<file path="src/design/b64d_pkg.sv">
package b64d_pkg;

	localparam int SEXTET_W = 6;
	localparam int GROUP_BYTES = 3;
	localparam int HELD_DEPTH = 3;
	localparam int QUEUE_DEPTH = 4;
	localparam int QUEUE_PTR_W = $clog2(QUEUE_DEPTH);

	localparam logic [SEXTET_W-1:0] LOWER_BASE = 6'd26;
	localparam logic [SEXTET_W-1:0] DIGIT_BASE = 6'd52;
	localparam logic [SEXTET_W-1:0] PLUS_CODE = 6'd62;
	localparam logic [SEXTET_W-1:0] SLASH_CODE = 6'd63;

	typedef struct packed {
		logic [7:0] char_code;
		logic       final_char;
	} char_word_t;

	typedef struct packed {
		logic [7:0] byte_out;
		logic       byte_valid;
		logic       run_last;
		logic       stream_end;
	} result_word_t;

	typedef struct packed {
		logic [GROUP_BYTES-1:0][7:0] bytes;
		logic [1:0]                  nb;
		logic                        fin;
	} job_t;

	typedef struct packed {
		logic                hit;
		logic [SEXTET_W-1:0] val;
	} sextet_t;

	function automatic sextet_t sextet_of(input logic [7:0] ch);
		sextet_t r;
		r.hit = 1'b1;
		r.val = '0;
		if (ch inside {[8'h41:8'h5A]}) begin
			r.val = SEXTET_W'(ch - 8'h41);
		end else if (ch inside {[8'h61:8'h7A]}) begin
			r.val = SEXTET_W'(ch - 8'h61) + LOWER_BASE;
		end else if (ch inside {[8'h30:8'h39]}) begin
			r.val = SEXTET_W'(ch - 8'h30) + DIGIT_BASE;
		end else if (ch == 8'h2B) begin
			r.val = PLUS_CODE;
		end else if (ch == 8'h2F) begin
			r.val = SLASH_CODE;
		end else begin
			r.hit = 1'b0;
		end
		return r;
	endfunction

endpackage

</file>
<file path="src/design/base64_stream_decoder.sv">
// A character that completes a group or is marked final is pushed into the job queue
// when accepted; the output stage registers each result word from the queue head.
// Throughput: one character per cycle; a group of four characters gives three
// results, one per cycle while result_ready is high, drained from a four-entry job
// queue by the output stage. The input stalls only when that queue is full.
// Reset: arst_n clears the held count, queue pointers and output valid at once.
module base64_stream_decoder (
	input  logic                   clk,
	input  logic                   arst_n,
	input  logic                   char_valid,
	output logic                   char_ready,
	input  b64d_pkg::char_word_t   char_word,
	output logic                   result_valid,
	input  logic                   result_ready,
	output b64d_pkg::result_word_t result_word
);
	import b64d_pkg::*;

	logic job_push;
	logic job_pop;
	job_t push_job;
	job_t head_job;
	logic queue_full;
	logic queue_empty;

	b64d_front u_front (
		.clk        (clk),
		.arst_n     (arst_n),
		.char_valid (char_valid),
		.char_ready (char_ready),
		.char_word  (char_word),
		.queue_full (queue_full),
		.job_push   (job_push),
		.job_word   (push_job)
	);

	b64d_queue u_queue (
		.clk       (clk),
		.arst_n    (arst_n),
		.push      (job_push),
		.push_data (push_job),
		.pop       (job_pop),
		.pop_data  (head_job),
		.full      (queue_full),
		.empty     (queue_empty)
	);

	b64d_back u_back (
		.clk          (clk),
		.arst_n       (arst_n),
		.job_word     (head_job),
		.queue_empty  (queue_empty),
		.job_pop      (job_pop),
		.result_valid (result_valid),
		.result_ready (result_ready),
		.result_word  (result_word)
	);

	a_empty_word: assert property (@(posedge clk) disable iff (!arst_n)
		result_valid && !result_word.byte_valid |->
			result_word.run_last && result_word.stream_end && result_word.byte_out == 8'h00)
		else $error("empty result word is not a stream end");

	a_end_is_last: assert property (@(posedge clk) disable iff (!arst_n)
		result_valid && result_word.stream_end |-> result_word.run_last)
		else $error("stream end without run end");

	a_no_overflow: assert property (@(posedge clk) disable iff (!arst_n)
		job_push |-> !queue_full)
		else $error("job queue overflow");

	a_no_underflow: assert property (@(posedge clk) disable iff (!arst_n)
		job_pop |-> !queue_empty)
		else $error("job queue underflow");

endmodule

</file>
<file path="src/design/b64d_front.sv">
module b64d_front (
	input  logic                 clk,
	input  logic                 arst_n,
	input  logic                 char_valid,
	output logic                 char_ready,
	input  b64d_pkg::char_word_t char_word,
	input  logic                 queue_full,
	output logic                 job_push,
	output b64d_pkg::job_t       job_word
);
	import b64d_pkg::*;

	logic [SEXTET_W-1:0] held_q [HELD_DEPTH];
	logic [1:0]          held_count_q;

	sextet_t             sx;
	logic                accept;
	logic                complete;
	logic                store;
	logic [1:0]          count_after;
	logic [SEXTET_W-1:0] h0, h1, h2;

	assign char_ready = !queue_full;
	assign accept = char_valid && char_ready;

	always_comb begin
		sx = sextet_of(char_word.char_code);
		complete = sx.hit && (held_count_q == 2'd3);
		store = sx.hit && !complete;
		count_after = store ? held_count_q + 2'd1 : held_count_q;
		h0 = (store && held_count_q == 2'd0) ? sx.val : held_q[0];
		h1 = (store && held_count_q == 2'd1) ? sx.val : held_q[1];
		h2 = (store && held_count_q == 2'd2) ? sx.val : held_q[2];

		job_word = '0;
		job_word.fin = char_word.final_char;
		if (complete) begin
			job_word.bytes[0] = {held_q[0], held_q[1][5:4]};
			job_word.bytes[1] = {held_q[1][3:0], held_q[2][5:2]};
			job_word.bytes[2] = {held_q[2][1:0], sx.val};
			job_word.nb = 2'd3;
		end else if (count_after == 2'd3) begin
			job_word.bytes[0] = {h0, h1[5:4]};
			job_word.bytes[1] = {h1[3:0], h2[5:2]};
			job_word.nb = 2'd2;
		end else if (count_after == 2'd2) begin
			job_word.bytes[0] = {h0, h1[5:4]};
			job_word.nb = 2'd1;
		end
		job_push = accept && (complete || char_word.final_char);
	end

	always_ff @(posedge clk) begin
		if (accept && store) begin
			held_q[held_count_q] <= sx.val;
		end
	end

	always_ff @(posedge clk or negedge arst_n) begin
		if (!arst_n) begin
			held_count_q <= '0;
		end else if (accept) begin
			if (char_word.final_char || complete) begin
				held_count_q <= '0;
			end else begin
				held_count_q <= count_after;
			end
		end
	end

endmodule

</file>
<file path="src/design/b64d_queue.sv">
module b64d_queue (
	input  logic           clk,
	input  logic           arst_n,
	input  logic           push,
	input  b64d_pkg::job_t push_data,
	input  logic           pop,
	output b64d_pkg::job_t pop_data,
	output logic           full,
	output logic           empty
);
	import b64d_pkg::*;

	job_t                   mem_q [QUEUE_DEPTH];
	logic [QUEUE_PTR_W-1:0] wr_ptr_q;
	logic [QUEUE_PTR_W-1:0] rd_ptr_q;
	logic [QUEUE_PTR_W:0]   count_q;

	assign full = (count_q == (QUEUE_PTR_W+1)'(QUEUE_DEPTH));
	assign empty = (count_q == '0);
	assign pop_data = mem_q[rd_ptr_q];

	always_ff @(posedge clk) begin
		if (push) begin
			mem_q[wr_ptr_q] <= push_data;
		end
	end

	always_ff @(posedge clk or negedge arst_n) begin
		if (!arst_n) begin
			wr_ptr_q <= '0;
			rd_ptr_q <= '0;
			count_q <= '0;
		end else begin
			if (push) begin
				wr_ptr_q <= wr_ptr_q + 1'b1;
			end
			if (pop) begin
				rd_ptr_q <= rd_ptr_q + 1'b1;
			end
			if (push && !pop) begin
				count_q <= count_q + 1'b1;
			end else if (pop && !push) begin
				count_q <= count_q - 1'b1;
			end
		end
	end

endmodule

</file>
<file path="src/design/b64d_back.sv">
module b64d_back (
	input  logic                   clk,
	input  logic                   arst_n,
	input  b64d_pkg::job_t         job_word,
	input  logic                   queue_empty,
	output logic                   job_pop,
	output logic                   result_valid,
	input  logic                   result_ready,
	output b64d_pkg::result_word_t result_word
);
	import b64d_pkg::*;

	logic [1:0]   idx_q;
	logic         valid_q;
	result_word_t word_q;
	result_word_t next_word;
	logic         load;
	logic         last;

	assign result_valid = valid_q;
	assign result_word = word_q;
	assign load = !valid_q || result_ready;

	always_comb begin
		last = (job_word.nb == 2'd0) || (idx_q == job_word.nb - 2'd1);
		next_word.byte_out = job_word.bytes[idx_q];
		next_word.byte_valid = (job_word.nb != 2'd0);
		next_word.run_last = last;
		next_word.stream_end = last && job_word.fin;
		job_pop = load && !queue_empty && last;
	end

	always_ff @(posedge clk) begin
		if (load && !queue_empty) begin
			word_q <= next_word;
		end
	end

	always_ff @(posedge clk or negedge arst_n) begin
		if (!arst_n) begin
			valid_q <= 1'b0;
			idx_q <= '0;
		end else if (load) begin
			valid_q <= !queue_empty;
			if (!queue_empty) begin
				idx_q <= last ? 2'd0 : idx_q + 2'd1;
			end
		end
	end

endmodule

</file>
<file path="config.mk">
export PLATFORM = sky130hd
export DESIGN_NAME = base64_stream_decoder
export DESIGN_NICKNAME = d
export VERILOG_FILES = /design/src/design/b64d_pkg.sv /design/src/design/base64_stream_decoder.sv /design/src/design/b64d_front.sv /design/src/design/b64d_queue.sv /design/src/design/b64d_back.sv
export SDC_FILE = /design/constraint.sdc
export NUM_CORES = 1
export LEC_CHECK = 0
export BUFFER_PORTS_ARGS = -buffer_cell sky130_fd_sc_hd__buf_2
export CAP_MARGIN = 20
export CELL_PAD_IN_SITES_DETAIL_PLACEMENT = 2
export CELL_PAD_IN_SITES_GLOBAL_PLACEMENT = 2
export CORE_UTILIZATION = 23
export CTS_BUF_LIST = sky130_fd_sc_hd__clkbuf_4 sky130_fd_sc_hd__clkbuf_8
export CTS_CLUSTER_DIAMETER = 40
export DETAILED_ROUTE_END_ITERATION = 16
export PLACE_DENSITY = 0.58
export SETUP_SLACK_MARGIN = 0.3
export SLEW_MARGIN = 10
export SYNTH_ARGS = -nofsm -noshare
export SYNTH_HDL_FRONTEND = slang
export SYNTH_SLANG_ARGS = --single-unit
</file>
<file path="constraint.sdc">
create_clock -name clk -period 3.44 [get_ports clk]
set_clock_uncertainty 0.05 [all_clocks]
set_input_delay 0.86 -clock clk [delete_from_list [all_inputs] [get_ports clk]]
set_output_delay 0.86 -clock clk [all_outputs]
set_load 0.05 [all_outputs]
</file>
; Word level (Yosys, flattened, before mapping)
; Memories as Yosys holds them, arrays and structs flattened.
; Index checks and enable logic that the tools add are counted.
[word_totals]
regBits = 23
ramBits = 126
in_bits = 13
out_inout_bits = 13
wordCells = 101
mem_count = 2
[mem_list]
columns = name, depth, word_bits, rd, rd_clocked_by_memory_dff, wr, line_no
row1 = u_queue.mem_q, 4, 27, 1, 0, 1, b64d_queue.sv:13  ; job_t mem_q [QUEUE_DEPTH];
row2 = u_front.held_q, 3, 6, 3, 0, 1, b64d_front.sv:13  ; logic [SEXTET_W-1:0] held_q [HELD_DEPTH];
[op_classes]
add_sub_neg = 12
order_cmp = 7
eq_ne = 9
n_mux = 29
n_bitwise = 1
reduce_logical = 31
[ops]
columns = operator, n
row1 = two-way mux 6 bit, 8
row2 = two-way mux 8 bit, 3
row3 = two-way mux 10 bit, 2
row4 = two-way mux 18 bit, 1
row5 = binary-select mux 8 bit (select 2 bit), 1
row6 = equality test 8 x 6 -> 1 bit (second input constant), 2
row7 = greater-or-equal comparator 8 x 7 -> 1 bit (second input constant), 2
row8 = <= comparator 8 x 7 -> 1 bit (second input constant), 2
row9 = logical AND 1 bit, 16
row10 = subtractor 6 bit (second input constant), 2
row11 = two-way mux 1 bit, 9
row12 = adder 2 x 1 -> 2 bit (second input constant), 4
row13 = equality test 2 bit (second input constant), 4
row14 = greater-or-equal comparator 8 x 6 -> 1 bit (second input constant), 1
row15 = <= comparator 8 x 6 -> 1 bit (second input constant), 1
row16 = adder 6 x 5 -> 6 bit (second input constant), 1
row17 = adder 6 bit (second input constant), 1
row18 = zero test 1 bit, 6
row19 = two-way mux 2 bit, 3
row20 = two-way mux 3 bit, 2
row21 = subtractor 6 x 1 -> 6 bit (second input constant), 1
row22 = zero test 2 bit, 2
row23 = nonzero test 2 bit, 2
row24 = adder 3 x 1 -> 3 bit (second input constant), 1
row25 = 10 further kinds, 12

; Longest topological paths before layout
[depth]
depth_word = 14
ltp_mapped = 14

; Cells and area by module
; Synthesis repeated with hierarchy kept, for this count alone.
[hier_totals]
cells_unflattened = 415
hier_area_um2 = 6824.0
[by_module_without_submodules]
columns = module, n_inst, cells_each, area_each_um2
row1 = b64d_queue, 1, 175, 4299.1
row2 = b64d_front, 1, 176, 1776.7
row3 = b64d_back, 1, 64, 748.2

; Worst setup path after synthesis
; Ideal clock, no wire load.
[synth_timing]
path_type = input to register
start = input char_word[3] (netlist name)
end = memory u_queue.mem_q[0][0] (netlist name) (enable)
setup_ns = 0.386
arrival_ns = 3.035
required_time_ns = 3.004
setup_slack_ns = -0.031
stages = 9
n_path_buf = 1
path_cell_list = buf_6 > inv_1 > ha_1 > nor2b_1 > o21ai_1 > a31o_2 > o21ai_2 > a21oi_4 > and2_1
[synth_between]
elab_chain_len = 11
word_cells_on_any_way = 21
[synth_lines]
columns = item, line_no
row1 = start: declaration, base64_stream_decoder.sv:12  ; input b64d_pkg::char_word_t char_word,
row2 = branches (longest 5 deep; another with greater-or-equal comparator 8 x 6 -> 1 bit), -
row3 = two-way mux 1 bit (*), b64d_pkg.sv:41  ; if (ch inside {[8'h41:8'h5A]}) begin
row4 = logical AND 1 bit (*), b64d_front.sv:28  ; complete = sx.hit && (held_count_q == 2'd3);
row5 = logical OR 1 bit (*), b64d_front.sv:50  ; job_push = accept && (complete || char_word.final_char);
row6 = logical AND 1 bit (*), b64d_front.sv:50
row7 = named net job_push, base64_stream_decoder.sv:19  ; logic job_push;
row8 = two-way mux 1 bit (*), b64d_queue.sv:23  ; if (push) begin
row9 = two-way mux 1 bit (not written as such) (*), b64d_queue.sv:24  ; mem_q[wr_ptr_q] <= push_data;
row10 = end: declaration, b64d_queue.sv:13
; Mark *: on every way through the listed nets, which the timed path passes.

; Final worst setup path
[layout_timing]
start = register u_queue.rd_ptr_q[0]
end = register u_queue.count_q[1]
[layout_between]
elab_chain_len = 8
word_cells_on_any_way = 11
[layout_lines]
columns = item, line_no
row1 = start: declaration, b64d_queue.sv:15  ; logic [QUEUE_PTR_W-1:0] rd_ptr_q;
row2 = start signal: assignment, b64d_queue.sv:38  ; rd_ptr_q <= rd_ptr_q + 1'b1;
row3 = memory (4 x 27 bit) (*), -
row4 = subtractor 2 x 1 -> 2 bit, b64d_back.sv:25  ; last = (job_word.nb == 2'd0) || (idx_q == job_word.nb - 2'd1);
row5 = equality test 2 bit, b64d_back.sv:25
row6 = logical OR 1 bit (*), b64d_back.sv:25
row7 = named net u_back.last, b64d_back.sv:18  ; logic last;
row8 = logical AND 1 bit (*), b64d_back.sv:30  ; job_pop = load && !queue_empty && last;
row9 = zero test 1 bit, b64d_queue.sv:40  ; if (push && !pop) begin
row10 = logical AND 1 bit, b64d_queue.sv:40
row11 = two-way mux 3 bit or nonzero test 2 bit (tied branches), -
row12 = end signal: assignment, b64d_queue.sv:41  ; count_q <= count_q + 1'b1;
row13 = end signal: assignment, b64d_queue.sv:43  ; count_q <= count_q - 1'b1;
row14 = end: declaration, b64d_queue.sv:16  ; logic [QUEUE_PTR_W:0] count_q;
; Mark *: on every way through the listed nets, which the timed path passes. The rest lies on a longest branch.
; A chain may end at the register's enable or synchronous reset.

==> impl_metrics.json <==
{
  "gp_congestion": 0.7669,
  "critPathMaxFanout": 5,
  "grt_max_degree": 28,
  "path_cells": "mux4_2 > inv_1 > ha_1 > xnor2_1 > o21ai_2 > nand2_1 > ha_4 > inv_2 > fa_2 > mux2_2",
  "clkLatencyLatePin_ns": 0.45,
  "clk_pin_slew_ns": 0.08,
  "die_area_sq_um": 29910,
  "slew_headroom_pct": 67.05,
  "synth_xor_area_share_pct": 1.303,
  "synth-simple-area-share_pct": 6.200,
  "fp.dieH_um": 172.9,
  "diodes": 0,
  "p_clk_share_pct": 23.1,
  "vias": 3855,
  "synthAdderAreaFrac_pct": 3.835,
  "htreeDepth": 4,
  "synth-compound-area-share_pct": 8.658,
  "drtIter0Drc": 213,
  "critPathSlowestCell": "mux4_2",
  "fin_crit_sh_pct": 85.61,
  "rows": 62,
  "track_usage_pct": 11.59,
  "core_sq_um": 28700,
  "fin_util_pct": 27.82,
  "synth_area_sq_um": 6720,
  "power.leakage_nw": 2.793,
  "synth_top_family_by_area": "multiplexers",
  "numCtsBuffers": 17,
  "crit_path_end_kind": "flip-flop",
  "cts_hold_buf": 0,
  "synth_cells": 415,
  "internal_power_mw": 3.740,
  "grt_pass1_vias": 4349,
  "async_flop_share_pct": 8.054,
  "antenna_found_initial": 0,
  "ios": 26,
  "finalPower_mw": 5.688,
  "setup_violations": 0,
  "nets": 508,
  "yosysUniqueCellTypes": 58,
  "ys_seq_area_share_pct": 65.69,
  "drive_above_1_share_pct": 29.98,
  "synth.mux.area_fraction_pct": 11.10,
  "yosys_warnings": 0,
  "dp_hpwl_um": 11510,
  "wirelength_um": 16490,
  "regArea_sq_um": 4415,
  "multi_input_area_sq_um": 2180,
  "wire_per_inst_um": 18.93,
  "drv_cap": 0,
  "finalSetupTns_ns": 0,
  "r2r-start": "u_queue.rd_ptr_q[0]",
  "placed_cell_area_sq_um": 7596,
  "reg2reg_slack_ns": 0.49,
  "p_sw_share_pct": 34.25,
  "synth-edff-count": 137,
  "final_max_slew_viol_count": 0,
  "grt_overflow": 0,
  "grt_pass1_wl_um": 26010,
  "cts_sinks": 149,
  "rsz0062_at_grt": "false",
  "cp.required_ns": 3.73,
  "cp-startpoint": "u_queue.rd_ptr_q[0]",
  "fin_area_sq_um": 7986,
  "status": "finished, final reports clean",
  "power.net_switching_mw": 1.948,
  "hold_class": "in2async",
  "crit_path_max_incr_delay_ns": 0.55,
  "cts_resized": 0,
  "crit_arrival_ns": 3.23,
  "vias_per_cell": 4.426,
  "seqPwrFrac_pct": 42.9,
  "combPwrFrac_pct": 34.0,
  "syn2layout_area_growth_pct": 18.84,
  "hold_slack_ns": 0.2472,
  "ys_ff_latch": 149,
  "cts_tree": "yes",
  "syn_area_per_cell_sq_um": 16.19,
  "drc": 0,
  "fin_crit_ns": 2.945,
  "dr.pass1.iters": 4,
  "clock_path_buffers": 2,
  "syn-num-nets": 448,
  "synth_flop_cell": "edfxtp_1",
  "fillers": 3061,
  "timing.rr.end": "u_queue.count_q[1]",
  "tightest_slew_ns": 0.4891,
  "startpoint_type": "flip-flop",
  "hold_viol_final": 0,
  "setup.worst_path.class": "reg2reg",
  "fmax_ghz": 0.3395,
  "initial_core_util_pct": 23.41,
  "die_x_um": 172.9,
  "vdd_drop_max_v": 0.0002614,
  "cellPowerDensity_nw_per_um2": 712.2,
  "reg2reg_depth": 10,
  "ant_nets": 0,
  "io_buffers": 25,
  "root_buffer": "clkbuf_8"
}
layout make-up:
type / instances / area share [%]
timing repair buffer: 56 / 5.107
multi-input combinational: 218 / 27.29
tap: 384 / 6.016
sequential: 149 / 55.29
clock inverter: 13 / 1.676
inverter: 33 / 1.598
clock buffer: 18 / 3.024
critical path: cells and delay by family (launching register included):
kind                     cells  cell delay, ns
AO/OA/AOI/OAI                1            0.17
adder cells (fa/ha/maj)      3            0.88
buffers and inverters        2            0.13
multiplexers                 2            0.81
flip-flops                   1            0.44
AND/OR/NAND/NOR              1            0.20
XOR/XNOR                     1            0.14
stage by stage:
| stage | std cells | setup slack, ns |
|---|---|---|
| 2_1_floorplan | 415 | 0.2284 |
| 3_3_place_gp | 838 | 0.1017 |
| 3_5_place_dp | 838 | 0.002851 |
| 4_1_cts | 869 | 0.3558 |
| 5_1_grt | 871 | 0.3312 |
| 6_report | 871 | 0.4949 |
timing repair:
item | CTS | global route
hold endpoints to repair | 0 | 0
setup endpoints to repair | 0 | 2
setup buffers | 0 | 2
worst max-delay path by stage:
stage | to
after floorplan | u_queue.count_q[2]
after global placement | u_queue.count_q[2]
after detailed placement | u_queue.count_q[2]
after global routing | u_queue.mem_q[0][17]
final | u_queue.count_q[1]
after CTS | u_queue.count_q[2]
cells in the mapped netlist (all sizes together) (4+ instances only):
cell    number  area (sq um)
dfrtp       12         300.3
inv         33         123.9
nand3        5         25.02
nand2       15         56.30
a21oi       19         121.4
and2         7         43.79
clkbuf       4         15.01
edfxtp     137          4114
xnor2        8         70.07
buf         11         77.57
a22o         6         52.55
mux4        27         608.1
o21ai       13         80.08
nor2b        4         25.02
o22ai        9         56.30
nand2b       5         31.28
mux2i       10         100.1
nor3         5         25.02
and3         8         50.05
nor2        11         43.80
ha          19         237.7
a311oi       5         43.79
power by group through the flow:
stage	Sequential, mW	Combinational (mW)	Clock (mW)
3_5_place_dp	2.51	1.95	0
2_1_floorplan	2.68	1.17	0
4_1_cts	2.47	1.96	1.35
5_1_grt	2.48	2.12	1.42
6_report	2.44	1.93	1.31
3_3_place_gp	2.48	1.90	0
cells in the final DEF, fill, tap and decap left out, drive strengths merged, types with 4 or more instances in the layout:
| cell type | count |
|---|---|
| nand3 | 5 |
| o22ai | 9 |
| ha | 19 |
| nor3 | 5 |
| clkbuf | 18 |
| o21ai | 13 |
| nand2 | 15 |
| a21oi | 19 |
| mux2i | 10 |
| and3 | 8 |
| nor2 | 11 |
| mux4 | 27 |
| dfrtp | 12 |
| nor2b | 4 |
| buf | 56 |
| xnor2 | 8 |
| edfxtp | 137 |
| a311oi | 5 |
| a22o | 6 |
| and2 | 7 |
| inv | 34 |
| nand2b | 5 |
| clkinv | 7 |
layer usage:
layer | vias to the layer above | GRT usage [%] | share of wire [%]
met3 | 13 | 2.770 | 2.9
met1 | 2037 | 14.45 | 45
met4 | 0 | 3.208 | 1.2
met5 | - | 0 | 0
li1 | 1745 | - | -
met2 | 60 | 19.99 | 51
cell families after synthesis:
kind of cell,after synthesis
xor gates and xnor gates,10
buffers and inverters,48
DFF,149
AOI/OAI and AO/OA,75
muxes,40
adders and majority gates,20
and+or+nand+nor,73
sequential cells by signal (all words and copies together), names as in the netlist:
name / count
u_queue.wr_ptr_q: 2
u_back.result_word: 11
u_queue.mem_q: 108
u_back.result_valid: 1
u_front.held_q: 18
u_front.held_count_q: 2
u_queue.rd_ptr_q: 2
u_queue.count_q: 3
u_back.idx_q: 2
(Power assumes the default switching activity.)
